--- config.mk ---
export PLATFORM = sky130hd
export DESIGN_NAME = fit_block_allocator
export DESIGN_NICKNAME = d
export VERILOG_FILES = /design/src/hw/rtl/fba_pkg.sv /design/src/hw/rtl/fba_cell.sv /design/src/hw/rtl/fit_block_allocator.sv
export SDC_FILE = /design/constraint.sdc
export NUM_CORES = 2
export LEC_CHECK = 0
export ABC_AREA = 1
export BUFFER_PORTS_ARGS = -buffer_cell sky130_fd_sc_hd__buf_2
export CORE_MARGIN = 1
export CORE_UTILIZATION = 35
export CTS_BUF_LIST = sky130_fd_sc_hd__clkbuf_16
export CTS_CLUSTER_DIAMETER = 200
export CTS_CLUSTER_SIZE = 30
export DETAILED_ROUTE_END_ITERATION = 7
export GPL_TIMING_DRIVEN = 0
export PLACE_DENSITY_LB_ADDON = 0.15
export SETUP_SLACK_MARGIN = 0.02
export SLEW_MARGIN = 20
export SYNTH_ARGS = -nofsm -noshare
export SYNTH_HDL_FRONTEND = slang
export SYNTH_SLANG_ARGS = --single-unit
--- constraint.sdc ---
create_clock -name clk -period 10.55 [get_ports clk]
set_input_delay 1.055 -clock clk [delete_from_list [all_inputs] [get_ports clk]]
set_output_delay 1.055 -clock clk [all_outputs]
set_load 0.05 [all_outputs]
--- src/hw/rtl/fba_pkg.sv ---
// ----------------------------------------------------------------------------
// fba_pkg
// Shared types and constants of the fit block allocator.
// ----------------------------------------------------------------------------
package fba_pkg;

  localparam int MAX_BLOCKS_DEF = 16;
  localparam int SIZE_BITS_DEF  = 16;

  localparam int BASE_W   = 20;
  localparam int IDX_W    = 4;
  localparam int SIZE_W   = 16;
  localparam int COUNT_W  = 5;
  localparam int REG_IDX_W = 1;
  localparam int CFG_W    = 5;

  localparam logic [COUNT_W-1:0] BLOCK_COUNT_RST = COUNT_W'(16);

  // register indexes
  localparam logic [REG_IDX_W-1:0] REG_FIT_MODE    = 1'b0;
  localparam logic [REG_IDX_W-1:0] REG_BLOCK_COUNT = 1'b1;

  // item kinds
  localparam logic KIND_LOAD  = 1'b0;
  localparam logic KIND_ALLOC = 1'b1;

  // fit modes
  localparam logic FIT_FIRST = 1'b0;
  localparam logic FIT_WORST = 1'b1;

  typedef struct packed {
    logic              kind;
    logic [IDX_W-1:0]  load_index;
    logic [SIZE_W-1:0] size;
  } fba_in_t;

  typedef struct packed {
    logic              granted;
    logic [IDX_W-1:0]  chosen_block;
    logic [BASE_W-1:0] block_base;
    logic [SIZE_W-1:0] remaining;
  } fba_out_t;

  // control of the search token that walks the cell chain
  typedef struct packed {
    logic vld;
    logic found;
  } fba_tok_t;

  // control of the write bus broadcast to all cells
  typedef struct packed {
    logic en;
    logic load;
  } fba_wr_t;

endpackage

--- src/hw/rtl/fba_cell.sv ---
// ----------------------------------------------------------------------------
// fba_cell
// One block slot: holds free space and base, updates the passing search token.
// ----------------------------------------------------------------------------
module fba_cell #(
  parameter int SIZE_BITS = fba_pkg::SIZE_BITS_DEF,
  parameter int IDX_W     = 4,
  parameter int CELL_ID   = 0
) (
  input  logic                          clk,
  input  logic                          rst_n,
  input  logic                          fit_mode,
  input  logic [fba_pkg::COUNT_W-1:0]   block_count,
  input  logic [SIZE_BITS-1:0]          req,
  input  fba_pkg::fba_wr_t              wr,
  input  logic [IDX_W-1:0]              wr_idx,
  input  logic [SIZE_BITS-1:0]          wr_free,
  input  logic [fba_pkg::BASE_W-1:0]    wr_base,
  input  fba_pkg::fba_tok_t             tin,
  input  logic [IDX_W-1:0]              tin_pick,
  input  logic [SIZE_BITS-1:0]          tin_free,
  input  logic [fba_pkg::BASE_W-1:0]    tin_base,
  output fba_pkg::fba_tok_t             tout_r,
  output logic [IDX_W-1:0]              tout_pick_r,
  output logic [SIZE_BITS-1:0]          tout_free_r,
  output logic [fba_pkg::BASE_W-1:0]    tout_base_r
);

  localparam logic [IDX_W-1:0] MY_IDX = IDX_W'(CELL_ID);

  logic [SIZE_BITS-1:0]       free_r;
  logic [fba_pkg::BASE_W-1:0] base_r;
  logic                       in_use;
  logic                       fits;
  logic                       take;
  logic                       sel;

  assign in_use = 32'(block_count) > 32'(CELL_ID);
  assign fits   = in_use && (req <= free_r);
  // first fit keeps the earliest hit, worst fit replaces on strictly more space
  assign take   = tin.vld && fits &&
                  (!tin.found || (fit_mode == fba_pkg::FIT_WORST && free_r > tin_free));
  assign sel    = wr.en && (wr_idx == MY_IDX);

  always_ff @(posedge clk) begin
    if (!rst_n) begin
      tout_r <= '0;
    end else begin
      tout_r.vld   <= tin.vld;
      tout_r.found <= tin.found || take;
    end
  end

  always_ff @(posedge clk) begin
    tout_pick_r <= take ? MY_IDX : tin_pick;
    tout_free_r <= take ? free_r : tin_free;
    tout_base_r <= take ? base_r : tin_base;
    if (sel) begin
      free_r <= wr_free;
      if (wr.load) begin
        base_r <= wr_base;
      end
    end
  end

endmodule

--- src/hw/rtl/fit_block_allocator.sv ---
// ----------------------------------------------------------------------------
// fit_block_allocator
// Fixed-partition allocator with first-fit and worst-fit search.
// ----------------------------------------------------------------------------
// A load item sets one block's size and free space, and gives the block the
// running sum of earlier loads as its base address. Its result passes through
// the result register and the done state into the output register. An
// allocate item sends a search token down a chain of MAX_BLOCKS cells, one cell
// per cycle: cell 0 sees the launch strobe right after acceptance, the token
// passes through the chain, the grant is committed, and the result is handed
// out to the output register. One item is worked on at a time. The next is
// taken as soon as the previous result has moved into the output register,
// even if that result still waits there. Blocks that were never loaded hold
// no valid state and must not be searched.
// ----------------------------------------------------------------------------
module fit_block_allocator #(
  parameter int MAX_BLOCKS = fba_pkg::MAX_BLOCKS_DEF,
  parameter int SIZE_BITS  = fba_pkg::SIZE_BITS_DEF
) (
  input  logic                            clk,
  input  logic                            rst_n,
  input  logic                            in_valid,
  output logic                            in_ready,
  input  fba_pkg::fba_in_t                in_data,
  output logic                            out_valid,
  input  logic                            out_ready,
  output fba_pkg::fba_out_t               out_data,
  input  logic                            cfg_we,
  input  logic [fba_pkg::REG_IDX_W-1:0]   cfg_index,
  input  logic [fba_pkg::CFG_W-1:0]       cfg_wdata
);

  localparam int IDX_W = (MAX_BLOCKS > 1) ? $clog2(MAX_BLOCKS) : 1;
  localparam int BW    = fba_pkg::BASE_W;

  typedef enum logic [1:0] {ST_IDLE, ST_SCAN, ST_DONE} state_t;

  state_t                          state_r;
  logic                            fit_mode_r;
  logic [fba_pkg::COUNT_W-1:0]     block_count_r;
  logic [BW-1:0]                   load_total_r;
  logic [SIZE_BITS-1:0]            req_r;
  logic                            launch_r;
  fba_pkg::fba_out_t               res_r;
  logic                            out_valid_r;
  fba_pkg::fba_out_t               out_data_r;

  // search token chain: entry j feeds cell j, entry j+1 is its output
  fba_pkg::fba_tok_t               tok     [MAX_BLOCKS+1];
  logic [IDX_W-1:0]                tok_pick[MAX_BLOCKS+1];
  logic [SIZE_BITS-1:0]            tok_free[MAX_BLOCKS+1];
  logic [BW-1:0]                   tok_base[MAX_BLOCKS+1];

  // cell write bus
  fba_pkg::fba_wr_t                wr;
  logic [IDX_W-1:0]                wr_idx;
  logic [SIZE_BITS-1:0]            wr_free;

  logic                            in_acc;
  logic                            is_load;
  logic                            ld_ok;
  logic [31:0]                     size_ext;
  logic [SIZE_BITS-1:0]            req_in;
  logic [31:0]                     req_in32;
  logic                            finish;
  logic [SIZE_BITS-1:0]            new_free;

  assign in_ready  = (state_r == ST_IDLE);
  assign out_valid = out_valid_r;
  assign out_data  = out_data_r;

  assign in_acc   = in_valid && in_ready;
  assign is_load  = (in_data.kind == fba_pkg::KIND_LOAD);
  assign ld_ok    = 32'(in_data.load_index) < 32'(MAX_BLOCKS);
  // trim the request to the stored size width
  assign size_ext = 32'(in_data.size);
  assign req_in   = size_ext[SIZE_BITS-1:0];
  assign req_in32 = 32'(req_in);

  assign finish   = (state_r == ST_SCAN) && tok[MAX_BLOCKS].vld;
  assign new_free = tok_free[MAX_BLOCKS] - req_r;

  // Drive the chain head from the launch strobe with an empty best-so-far.
  assign tok[0]      = '{vld: launch_r, found: 1'b0};
  assign tok_pick[0] = '0;
  assign tok_free[0] = '0;
  assign tok_base[0] = '0;

  // One write bus serves both loads (size and base) and grant commits (free).
  always_comb begin
    wr.load = in_acc && is_load;
    wr.en   = (wr.load && ld_ok) || (finish && tok[MAX_BLOCKS].found);
    wr_idx  = wr.load ? IDX_W'(in_data.load_index) : tok_pick[MAX_BLOCKS];
    wr_free = wr.load ? req_in : new_free;
  end

  for (genvar j = 0; j < MAX_BLOCKS; j++) begin : g_cell
    fba_cell #(
      .SIZE_BITS (SIZE_BITS),
      .IDX_W     (IDX_W),
      .CELL_ID   (j)
    ) u_cell (
      .clk         (clk),
      .rst_n       (rst_n),
      .fit_mode    (fit_mode_r),
      .block_count (block_count_r),
      .req         (req_r),
      .wr          (wr),
      .wr_idx      (wr_idx),
      .wr_free     (wr_free),
      .wr_base     (load_total_r),
      .tin         (tok[j]),
      .tin_pick    (tok_pick[j]),
      .tin_free    (tok_free[j]),
      .tin_base    (tok_base[j]),
      .tout_r      (tok[j+1]),
      .tout_pick_r (tok_pick[j+1]),
      .tout_free_r (tok_free[j+1]),
      .tout_base_r (tok_base[j+1])
    );
  end

  always_ff @(posedge clk) begin
    if (!rst_n) begin
      state_r       <= ST_IDLE;
      fit_mode_r    <= fba_pkg::FIT_WORST;
      block_count_r <= fba_pkg::BLOCK_COUNT_RST;
      load_total_r  <= '0;
      launch_r      <= 1'b0;
      out_valid_r   <= 1'b0;
    end else begin
      launch_r <= 1'b0;

      if (cfg_we) begin
        unique case (cfg_index)
          fba_pkg::REG_FIT_MODE:    fit_mode_r    <= cfg_wdata[0];
          fba_pkg::REG_BLOCK_COUNT: block_count_r <= cfg_wdata;
        endcase
      end

      // drop the output item once taken
      if (out_valid_r && out_ready) begin
        out_valid_r <= 1'b0;
      end

      unique case (state_r)
        ST_IDLE: begin
          if (in_acc) begin
            if (is_load) begin
              if (ld_ok) begin
                load_total_r <= load_total_r + req_in32[BW-1:0];
                res_r <= '{granted: 1'b1, chosen_block: in_data.load_index,
                           block_base: load_total_r,
                           remaining: fba_pkg::SIZE_W'(req_in)};
              end else begin
                res_r <= '0;
              end
              state_r <= ST_DONE;
            end else begin
              // latch the request and launch the token next cycle
              req_r    <= req_in;
              launch_r <= 1'b1;
              state_r  <= ST_SCAN;
            end
          end
        end
        ST_SCAN: begin
          if (finish) begin
            if (tok[MAX_BLOCKS].found) begin
              res_r <= '{granted: 1'b1,
                         chosen_block: fba_pkg::IDX_W'(tok_pick[MAX_BLOCKS]),
                         block_base: tok_base[MAX_BLOCKS],
                         remaining: fba_pkg::SIZE_W'(new_free)};
            end else begin
              res_r <= '0;
            end
            state_r <= ST_DONE;
          end
        end
        ST_DONE: begin
          // hold the result until the output register is free
          if (!out_valid_r || out_ready) begin
            out_valid_r <= 1'b1;
            out_data_r  <= res_r;
            state_r     <= ST_IDLE;
          end
        end
        default: state_r <= ST_IDLE;
      endcase
    end
  end

endmodule

# After elaboration in Yosys (flattened, before gate mapping)
# Cells that the tools add are included.
dict set report totals {
  reg_bits 1361
  elab_cells 402
}
dict set report classes {
  add_sub_neg 2
  bitwise 2
  n_lt_le_gt_ge 47
  eq_ne 21
  n_mux 46
  reduce_logical 158
}
# op n
set ops {}
lappend ops {{two-way mux 20 bit} 15}
lappend ops {{less-or-equal comparator 16 bit} 16}
lappend ops {{two-way mux 16 bit} 16}
lappend ops {{> comparator 16 bit} 15}
lappend ops {{two-way mux 41 bit} 4}
lappend ops {{logical AND 1 bit} 83}
lappend ops {{case mux 41 bit (2 select lines)} 1}
lappend ops {{> comparator 5 x 4 -> 1 bit, second input constant} 8}
lappend ops {{AND reduction 2 bit} 18}
lappend ops {{== test 4 bit, second input constant} 8}
lappend ops {{logical OR 1 bit} 32}
lappend ops {{adder 20 x 16 -> 20 bit} 1}
lappend ops {{> comparator 5 x 3 -> 1 bit, second input constant} 4}
lappend ops {{== test 4 x 3 -> 1 bit, second input constant} 4}
lappend ops {{logical NOT 1 bit} 16}
lappend ops {{subtractor 16 bit} 1}
lappend ops {{AND reduction 3 bit} 4}
lappend ops {{> comparator 5 x 1 -> 1 bit, second input constant} 2}
lappend ops {{> comparator 5 x 2 -> 1 bit, second input constant} 2}
lappend ops {{== test 4 x 2 -> 1 bit, second input constant} 2}
lappend ops {{two-way mux 2 bit} 4}
lappend ops {{inequality test 2 bit, second input constant} 3}
lappend ops {{case mux 2 bit (3 select lines)} 1}
lappend ops {{AND reduction 5 bit} 1}
lappend ops {{other kinds (11)} 15}

# Depth between registers and ports, before layout
dict set report logic_depth {
  depth_word 7
  mapped_depth 18
  depth_no_buf 16
}

# By module
# A second synthesis with hierarchy kept.
dict set report unflattened {
  hier_cells 6437
  hier_area_um2 61067.3
}
# mod seq_area_each_um2 cells_each instances area_per_inst_um2
set by_module_without_submodules {}
lappend by_module_without_submodules {{fba_cell at g_cell[5].u_cell ...} 1921.8 355 2 3395.8}
lappend by_module_without_submodules {fit_block_allocator 3543.4 763 1 6691.4}
lappend by_module_without_submodules {{fba_cell at g_cell[2].u_cell} 1921.8 356 1 3435.8}
lappend by_module_without_submodules {{fba_cell at g_cell[4].u_cell} 1921.8 352 1 3427.0}
lappend by_module_without_submodules {{fba_cell at g_cell[1].u_cell} 1921.8 353 1 3422.0}
lappend by_module_without_submodules {{fba_cell at g_cell[10].u_cell} 1921.8 357 1 3404.5}
lappend by_module_without_submodules {{fba_cell at g_cell[15].u_cell} 1921.8 355 1 3400.8}
lappend by_module_without_submodules {{fba_cell at g_cell[6].u_cell} 1921.8 355 1 3398.3}
lappend by_module_without_submodules {{fba_cell at g_cell[12].u_cell} 1921.8 354 1 3395.8}
lappend by_module_without_submodules {{fba_cell at g_cell[14].u_cell} 1921.8 355 1 3393.3}
lappend by_module_without_submodules {{fba_cell at g_cell[11].u_cell} 1921.8 357 1 3392.0}
lappend by_module_without_submodules {{fba_cell at g_cell[13].u_cell} 1921.8 355 1 3390.8}
lappend by_module_without_submodules {{fba_cell at g_cell[3].u_cell} 1921.8 354 1 3390.8}
lappend by_module_without_submodules {{fba_cell at g_cell[7].u_cell} 1921.8 355 1 3387.0}
lappend by_module_without_submodules {{2 more rows} - - - -}

# Worst setup path after synthesis
# Ideal clock, no wire load.
dict set report synth_timing {
  kind {input to register}
  startpoint {in rst_n}
  endpoint {reg out_data_r (netlist bit out_data[0]), enable pin}
  t_arrival_ns 5.370
  slack_ns 4.639
  setup_ns 0.542
  stages 3
  t_required_ns 10.008
  path_cell_list {clkinv_1 clkbuf_1 nor4_1}
}
dict set report synth_via {
  elab_chain_len 1
}
# element line
set synth_rtl {}
lappend synth_rtl {{start, declared} fit_block_allocator.sv:21} ;# input logic rst_n,
lappend synth_rtl {{AND reduction 3 bit (no source line)} -}
lappend synth_rtl {{end signal, assigned} fit_block_allocator.sv:184} ;# out_data_r <= res_r;
lappend synth_rtl {{end, declared} fit_block_allocator.sv:46} ;# fba_pkg::fba_out_t out_data_r;
# Every way passes these cells.
# A chain may end at the register's enable or synchronous reset.

# Worst setup path after layout
dict set report layout_timing {
  startpoint {reg req_r[0]}
  endpoint {reg g_cell[5].u_cell.tout_base_r[14] (netlist bit)}
}
dict set report layout_via {
  elab_chain_len 5
}
# element line
set layout_rtl {}
lappend layout_rtl {{start, declared} fit_block_allocator.sv:42} ;# logic [SIZE_BITS-1:0] req_r;
lappend layout_rtl {{start signal, assigned} fit_block_allocator.sv:161} ;# req_r <= req_in;
lappend layout_rtl {{less-or-equal comparator 16 bit} fba_cell.sv:39} ;# assign fits = in_use && (req <= free_r);
lappend layout_rtl {{logical AND 1 bit} fba_cell.sv:39}
lappend layout_rtl {{logical AND 1 bit (2 in a row)} fba_cell.sv:41} ;# assign take = tin.vld && fits &&
lappend layout_rtl {{two-way mux 20 bit} fba_cell.sv:57} ;# tout_base_r <= take ? base_r : tin_base;
lappend layout_rtl {{end signal, assigned} fba_cell.sv:57}
lappend layout_rtl {{end, declared} fba_cell.sv:26} ;# output logic [fba_pkg::BASE_W-1:0] tout_base_r
# Every way passes these cells.

==> results.md <==
- The flow ran to the end, and the final reports show no timing, DRC or antenna violations.
- The worst setup path is captured at a register.
- Entering global routing, the biggest net connects 32 pins.
- STA puts the critical path data arrival time at 4.51 ns.
- The total power density per cell area is 138 nW/um2.
- The commonest cells after synthesis are sky130_fd_sc_hd__nand2_1, sky130_fd_sc_hd__inv_1, sky130_fd_sc_hd__dfxtp_1, sky130_fd_sc_hd__edfxtp_1, sky130_fd_sc_hd__nand3_1.
- In the routed layout, each cell is associated on average with a via count of 4.73.
- The H-tree generated during clock tree synthesis spans 2 levels.
- The cell area that synthesis handed to floorplanning was 59200 um2.
- In this run, distinct cell masters in the synthesized netlist total 38.
- The post-CTS setup repair buffer count is 0.
- The most frequent cell after synthesis is sky130_fd_sc_hd__nand2_1.
- The number of storage elements in the synthesis netlist is 1361.
- The number of buffers added on ports is 74.
- The headroom to the max-slew limit is 0.253.
- The floorplan step set the die width to 413 um.
- The utilization of the core after routing is 0.389.
- The analysis attributes to cell leakage a power of 29.2 nW.
- Buffers inserted during clock tree synthesis total 51.
- For this design, the sink count on the clock tree is 1361.
- During synthesis, Yosys emitted a total of 0 warnings.
- The final routed DRC violation total is 0.
- By area the synthesized netlist is led by sky130_fd_sc_hd__edfxtp_1, sky130_fd_sc_hd__dfxtp_1, sky130_fd_sc_hd__nand2_1, sky130_fd_sc_hd__ha_1, sky130_fd_sc_hd__nand3_1.
- In this run, synthesis inferred 674 flip-flops with an integrated enable.
- For this run the aggregate overflow at the end of global routing stands at 0.
- The post-synthesis net count is 6818.
- The overall die area is 171000 um2.
- The violation count after the first detailed-route iteration is 3447.
- The number of placed I/O pins is 75.
- The number of instances in the synthesized netlist is 6257.
- Counting the fill cells in the layout gives 16600.
- The largest driver fanout on the critical path is 16.
- At the pin with the least slew margin, the transition time is 1.11 ns.
- In this run the clock root is driven by a sky130_fd_sc_hd__clkbuf_16.
- The count of pins over their slew limit was 0.
- In the global route stage, overall resource usage came out at 0.191.
- The number of setup violations in the final report is 0.
- VDD sags by at most 0.159 mV.
- The initial cell density of the core is 0.353.
- In this run the remaining antenna-violating nets after routing total 0.
- The max-cap check violation count is 0.
- The final weighted congestion in routability-driven placement is 0.873.
- Data on the critical path is required at its endpoint by 11.20 ns.
- Dividing the final minimum period by the clock period gives 0.366.
- TritonCTS built the clock tree.
- The relative area change from synthesis to final layout is 10.2%.
- In the final layout, flip-flops and latches occupy 34000 um2.
- The number of iterations in the first detailed-routing pass is 5.
- The post-detailed-route wirelength per cell is 18.8 um.
- Setup repair after global routing left no endpoint under its margin.
- The worst setup skew after layout is 0.0309 ns.
- For this run, the register share of the synthesized area comes to 0.574.
- For this run, the post-layout net count is 7021.
- The routed design could run at a clock period as short as 3.87 ns.
- The wire length of the first global-routing pass is 245 mm.
- The core box area is 168000 um2.
- The async set-reset flop share out of synthesis is 0.
- By startpoint and endpoint, the worst setup path is classified as register to register.
- The dominant cell type by area after synthesis is sky130_fd_sc_hd__edfxtp_1.
- The clock slew seen by the registers of the worst setup and hold paths is 0.12 ns.
- The number of global-route vias before repair is 39800.
- The worst register-to-register path has a setup slack of 6.68 ns.
- The path class of the tightest hold or removal check is register to register.
- The sort of element at the start of the critical path is a register.
- The most used flip-flop cell after synthesis is sky130_fd_sc_hd__dfxtp_1.
- The number of buffers inserted by hold repair at cts is 0.
- The post-cts repair resize count is 0.
- The placed wire-length estimate is 130 mm.
- The number of buffers on the longest clock path is 3.
- Of the post-synthesis cell area, the dominant cell type holds 0.342.
- The setup TNS is 0 ns.
- The clock reaches the later pin of the worst-skew pair after 0.71 ns.
- The number of antenna violations at the first check in global routing is 8.
- The row count is 150.
- The average instance area after synthesis is 9.46 um2.
- The number of endpoints with negative hold slack in the final report was 0.
- The final wirelength is 164 mm.
- The total number of vias is 41200.
- Static timing analysis puts the maximum clock frequency at 0.259 GHz.
- In the final layout, the multi-input gates occupy 21500 um2.
- The proportion of layout cells with a drive suffix above 1 is 0.0637.
- The floorplan die height is 413 um.
-- worst max-delay path, cell delays in order (launching register included) --
cell and delay, ns:
sky130_fd_sc_hd__edfxtp_1 0.38, sky130_fd_sc_hd__clkinv_1 0.84, sky130_fd_sc_hd__ha_1 0.69, sky130_fd_sc_hd__nand2_1 0.05, sky130_fd_sc_hd__nor2_1 0.10, sky130_fd_sc_hd__nand3_1 0.08, sky130_fd_sc_hd__a21oi_1 0.71, sky130_fd_sc_hd__buf_2 0.46
sky130_fd_sc_hd__buf_4 0.28, sky130_fd_sc_hd__nand3_1 0.09, sky130_fd_sc_hd__nand2_1 0.08
-- placed cells by master, fill, tap and decap left out, types with 3 or more instances in the layout --
cell type and count:
sky130_fd_sc_hd__nand2_2 12, sky130_fd_sc_hd__nor2_1 269, sky130_fd_sc_hd__o21ai_1 8, sky130_fd_sc_hd__buf_8 34, sky130_fd_sc_hd__buf_1 8, sky130_fd_sc_hd__a21boi_0 12, sky130_fd_sc_hd__nand3_1 631, sky130_fd_sc_hd__buf_4 30
sky130_fd_sc_hd__buf_16 11, sky130_fd_sc_hd__nand3_2 5, sky130_fd_sc_hd__nor3_1 22, sky130_fd_sc_hd__nor4_1 3, sky130_fd_sc_hd__ha_1 527, sky130_fd_sc_hd__o21a_1 17, sky130_fd_sc_hd__a22o_1 7, sky130_fd_sc_hd__nor2_2 18
sky130_fd_sc_hd__o21ai_4 10, sky130_fd_sc_hd__o211ai_1 4, sky130_fd_sc_hd__a21oi_1 279, sky130_fd_sc_hd__nor3_2 6, sky130_fd_sc_hd__nor3_4 12, sky130_fd_sc_hd__clkbuf_1 61, sky130_fd_sc_hd__nand4_1 38, sky130_fd_sc_hd__inv_2 9
sky130_fd_sc_hd__buf_2 182, sky130_fd_sc_hd__xor2_1 12, sky130_fd_sc_hd__buf_6 13, sky130_fd_sc_hd__nand2_1 1844, sky130_fd_sc_hd__a21oi_2 5, sky130_fd_sc_hd__dfxtp_1 685, sky130_fd_sc_hd__clkinv_1 3, sky130_fd_sc_hd__buf_12 4
sky130_fd_sc_hd__edfxtp_1 674, sky130_fd_sc_hd__inv_1 847, sky130_fd_sc_hd__nand3b_1 4, sky130_fd_sc_hd__o21ai_0 105, sky130_fd_sc_hd__diode_2 5, sky130_fd_sc_hd__a21o_1 20, sky130_fd_sc_hd__clkbuf_16 51
-- registers in the layout (all words and copies together), names as in the netlist --
signal / flops
fit_mode_r: 1
g_cell.u_cell.free_r: 256
state_r: 2
req_r: 16
g_cell.u_cell.base_r: 320
g_cell.u_cell.tout_free_r: 256
load_total_r: 20
block_count_r: 5
res_r: 41
launch_r: 1
out_valid: 1
g_cell.u_cell.tout_base_r: 320
out_data: 41
g_cell.u_cell.tout_r: 32
g_cell.u_cell.tout_pick_r: 49
-- final timing paths --
| check | startpoint | end | cells after the start |
|---|---|---|---|
| setup / recovery | req_r[0]$_DFFE_PP_ | g_cell[5].u_cell.tout_base_r[14]$_DFF_P_ | 10 |
| hold / removal | g_cell[1].u_cell.tout_base_r[19]$_DFF_P_ | g_cell[2].u_cell.tout_base_r[19]$_DFF_P_ | 2 |
| setup reg to reg | req_r[0]$_DFFE_PP_ | g_cell[5].u_cell.tout_base_r[14]$_DFF_P_ | 10 |
| hold reg to reg | g_cell[1].u_cell.tout_base_r[19]$_DFF_P_ | g_cell[2].u_cell.tout_base_r[19]$_DFF_P_ | 2 |
-- cells by family (layout without fill, tap and decap cells) --
family / after synthesis / count (layout) / synth area share
xor+xnor: 14 / 14 / 0.00207
flops: 1361 / 1361 / 0.574
simple gates: 2868 / 2868 / 0.201
buf+inv: 1014 / 1257 / 0.0678
other cells: 0 / 5 / 0
compound gates: 471 / 471 / 0.0431
fa+ha+maj: 529 / 529 / 0.112
-- routing by layer --
metal | up-vias | track usage | routed length [um]
li1 | 20800 | - | -
met1 | 19600 | 0.293 | 84000
met2 | 734 | 0.292 | 69100
met3 | 116 | 0.0202 | 8040
met4 | 0 | 0.0316 | 2430
met5 | - | 0 | 0
-- power breakdown --
group	internal [W]	switching (W)	total [W]
combinational	0.000208	0.000458	0.000667
sequential	0.00570	0.0000957	0.00579
clock	0.000906	0.00165	0.00255
-- per-stage QoR --
step	instances	hold WS [ns]	setup slack [ns]	instance area [um2]	power [W]
6_report	8709	0.406	6.68	65200	0.00901
3_5_place_dp	8611	0.401	6.04	63700	0.00659
4_1_cts	8704	0.411	6.74	65200	0.00913
2_1_floorplan	6257	0.387	4.64	59200	0.00623
3_3_place_gp	8535	0.400	1.35	62300	0.00652
5_1_grt	8704	0.432	6.47	65200	0.00938
-- cell type report --
class / count / area share
Antenna cell: 5 / 0.000192
Buffer: 194 / 0.0143
Clock buffer: 51 / 0.0196
Clock inverter: 42 / 0.00299
Inverter: 820 / 0.0472
Multi-Input combinational cell: 3882 / 0.329
Sequential cell: 1361 / 0.521
Tap cell: 2204 / 0.0423
Timing Repair Buffer: 150 / 0.0231
No activity file was read; power rests on OpenSTA's default activity.
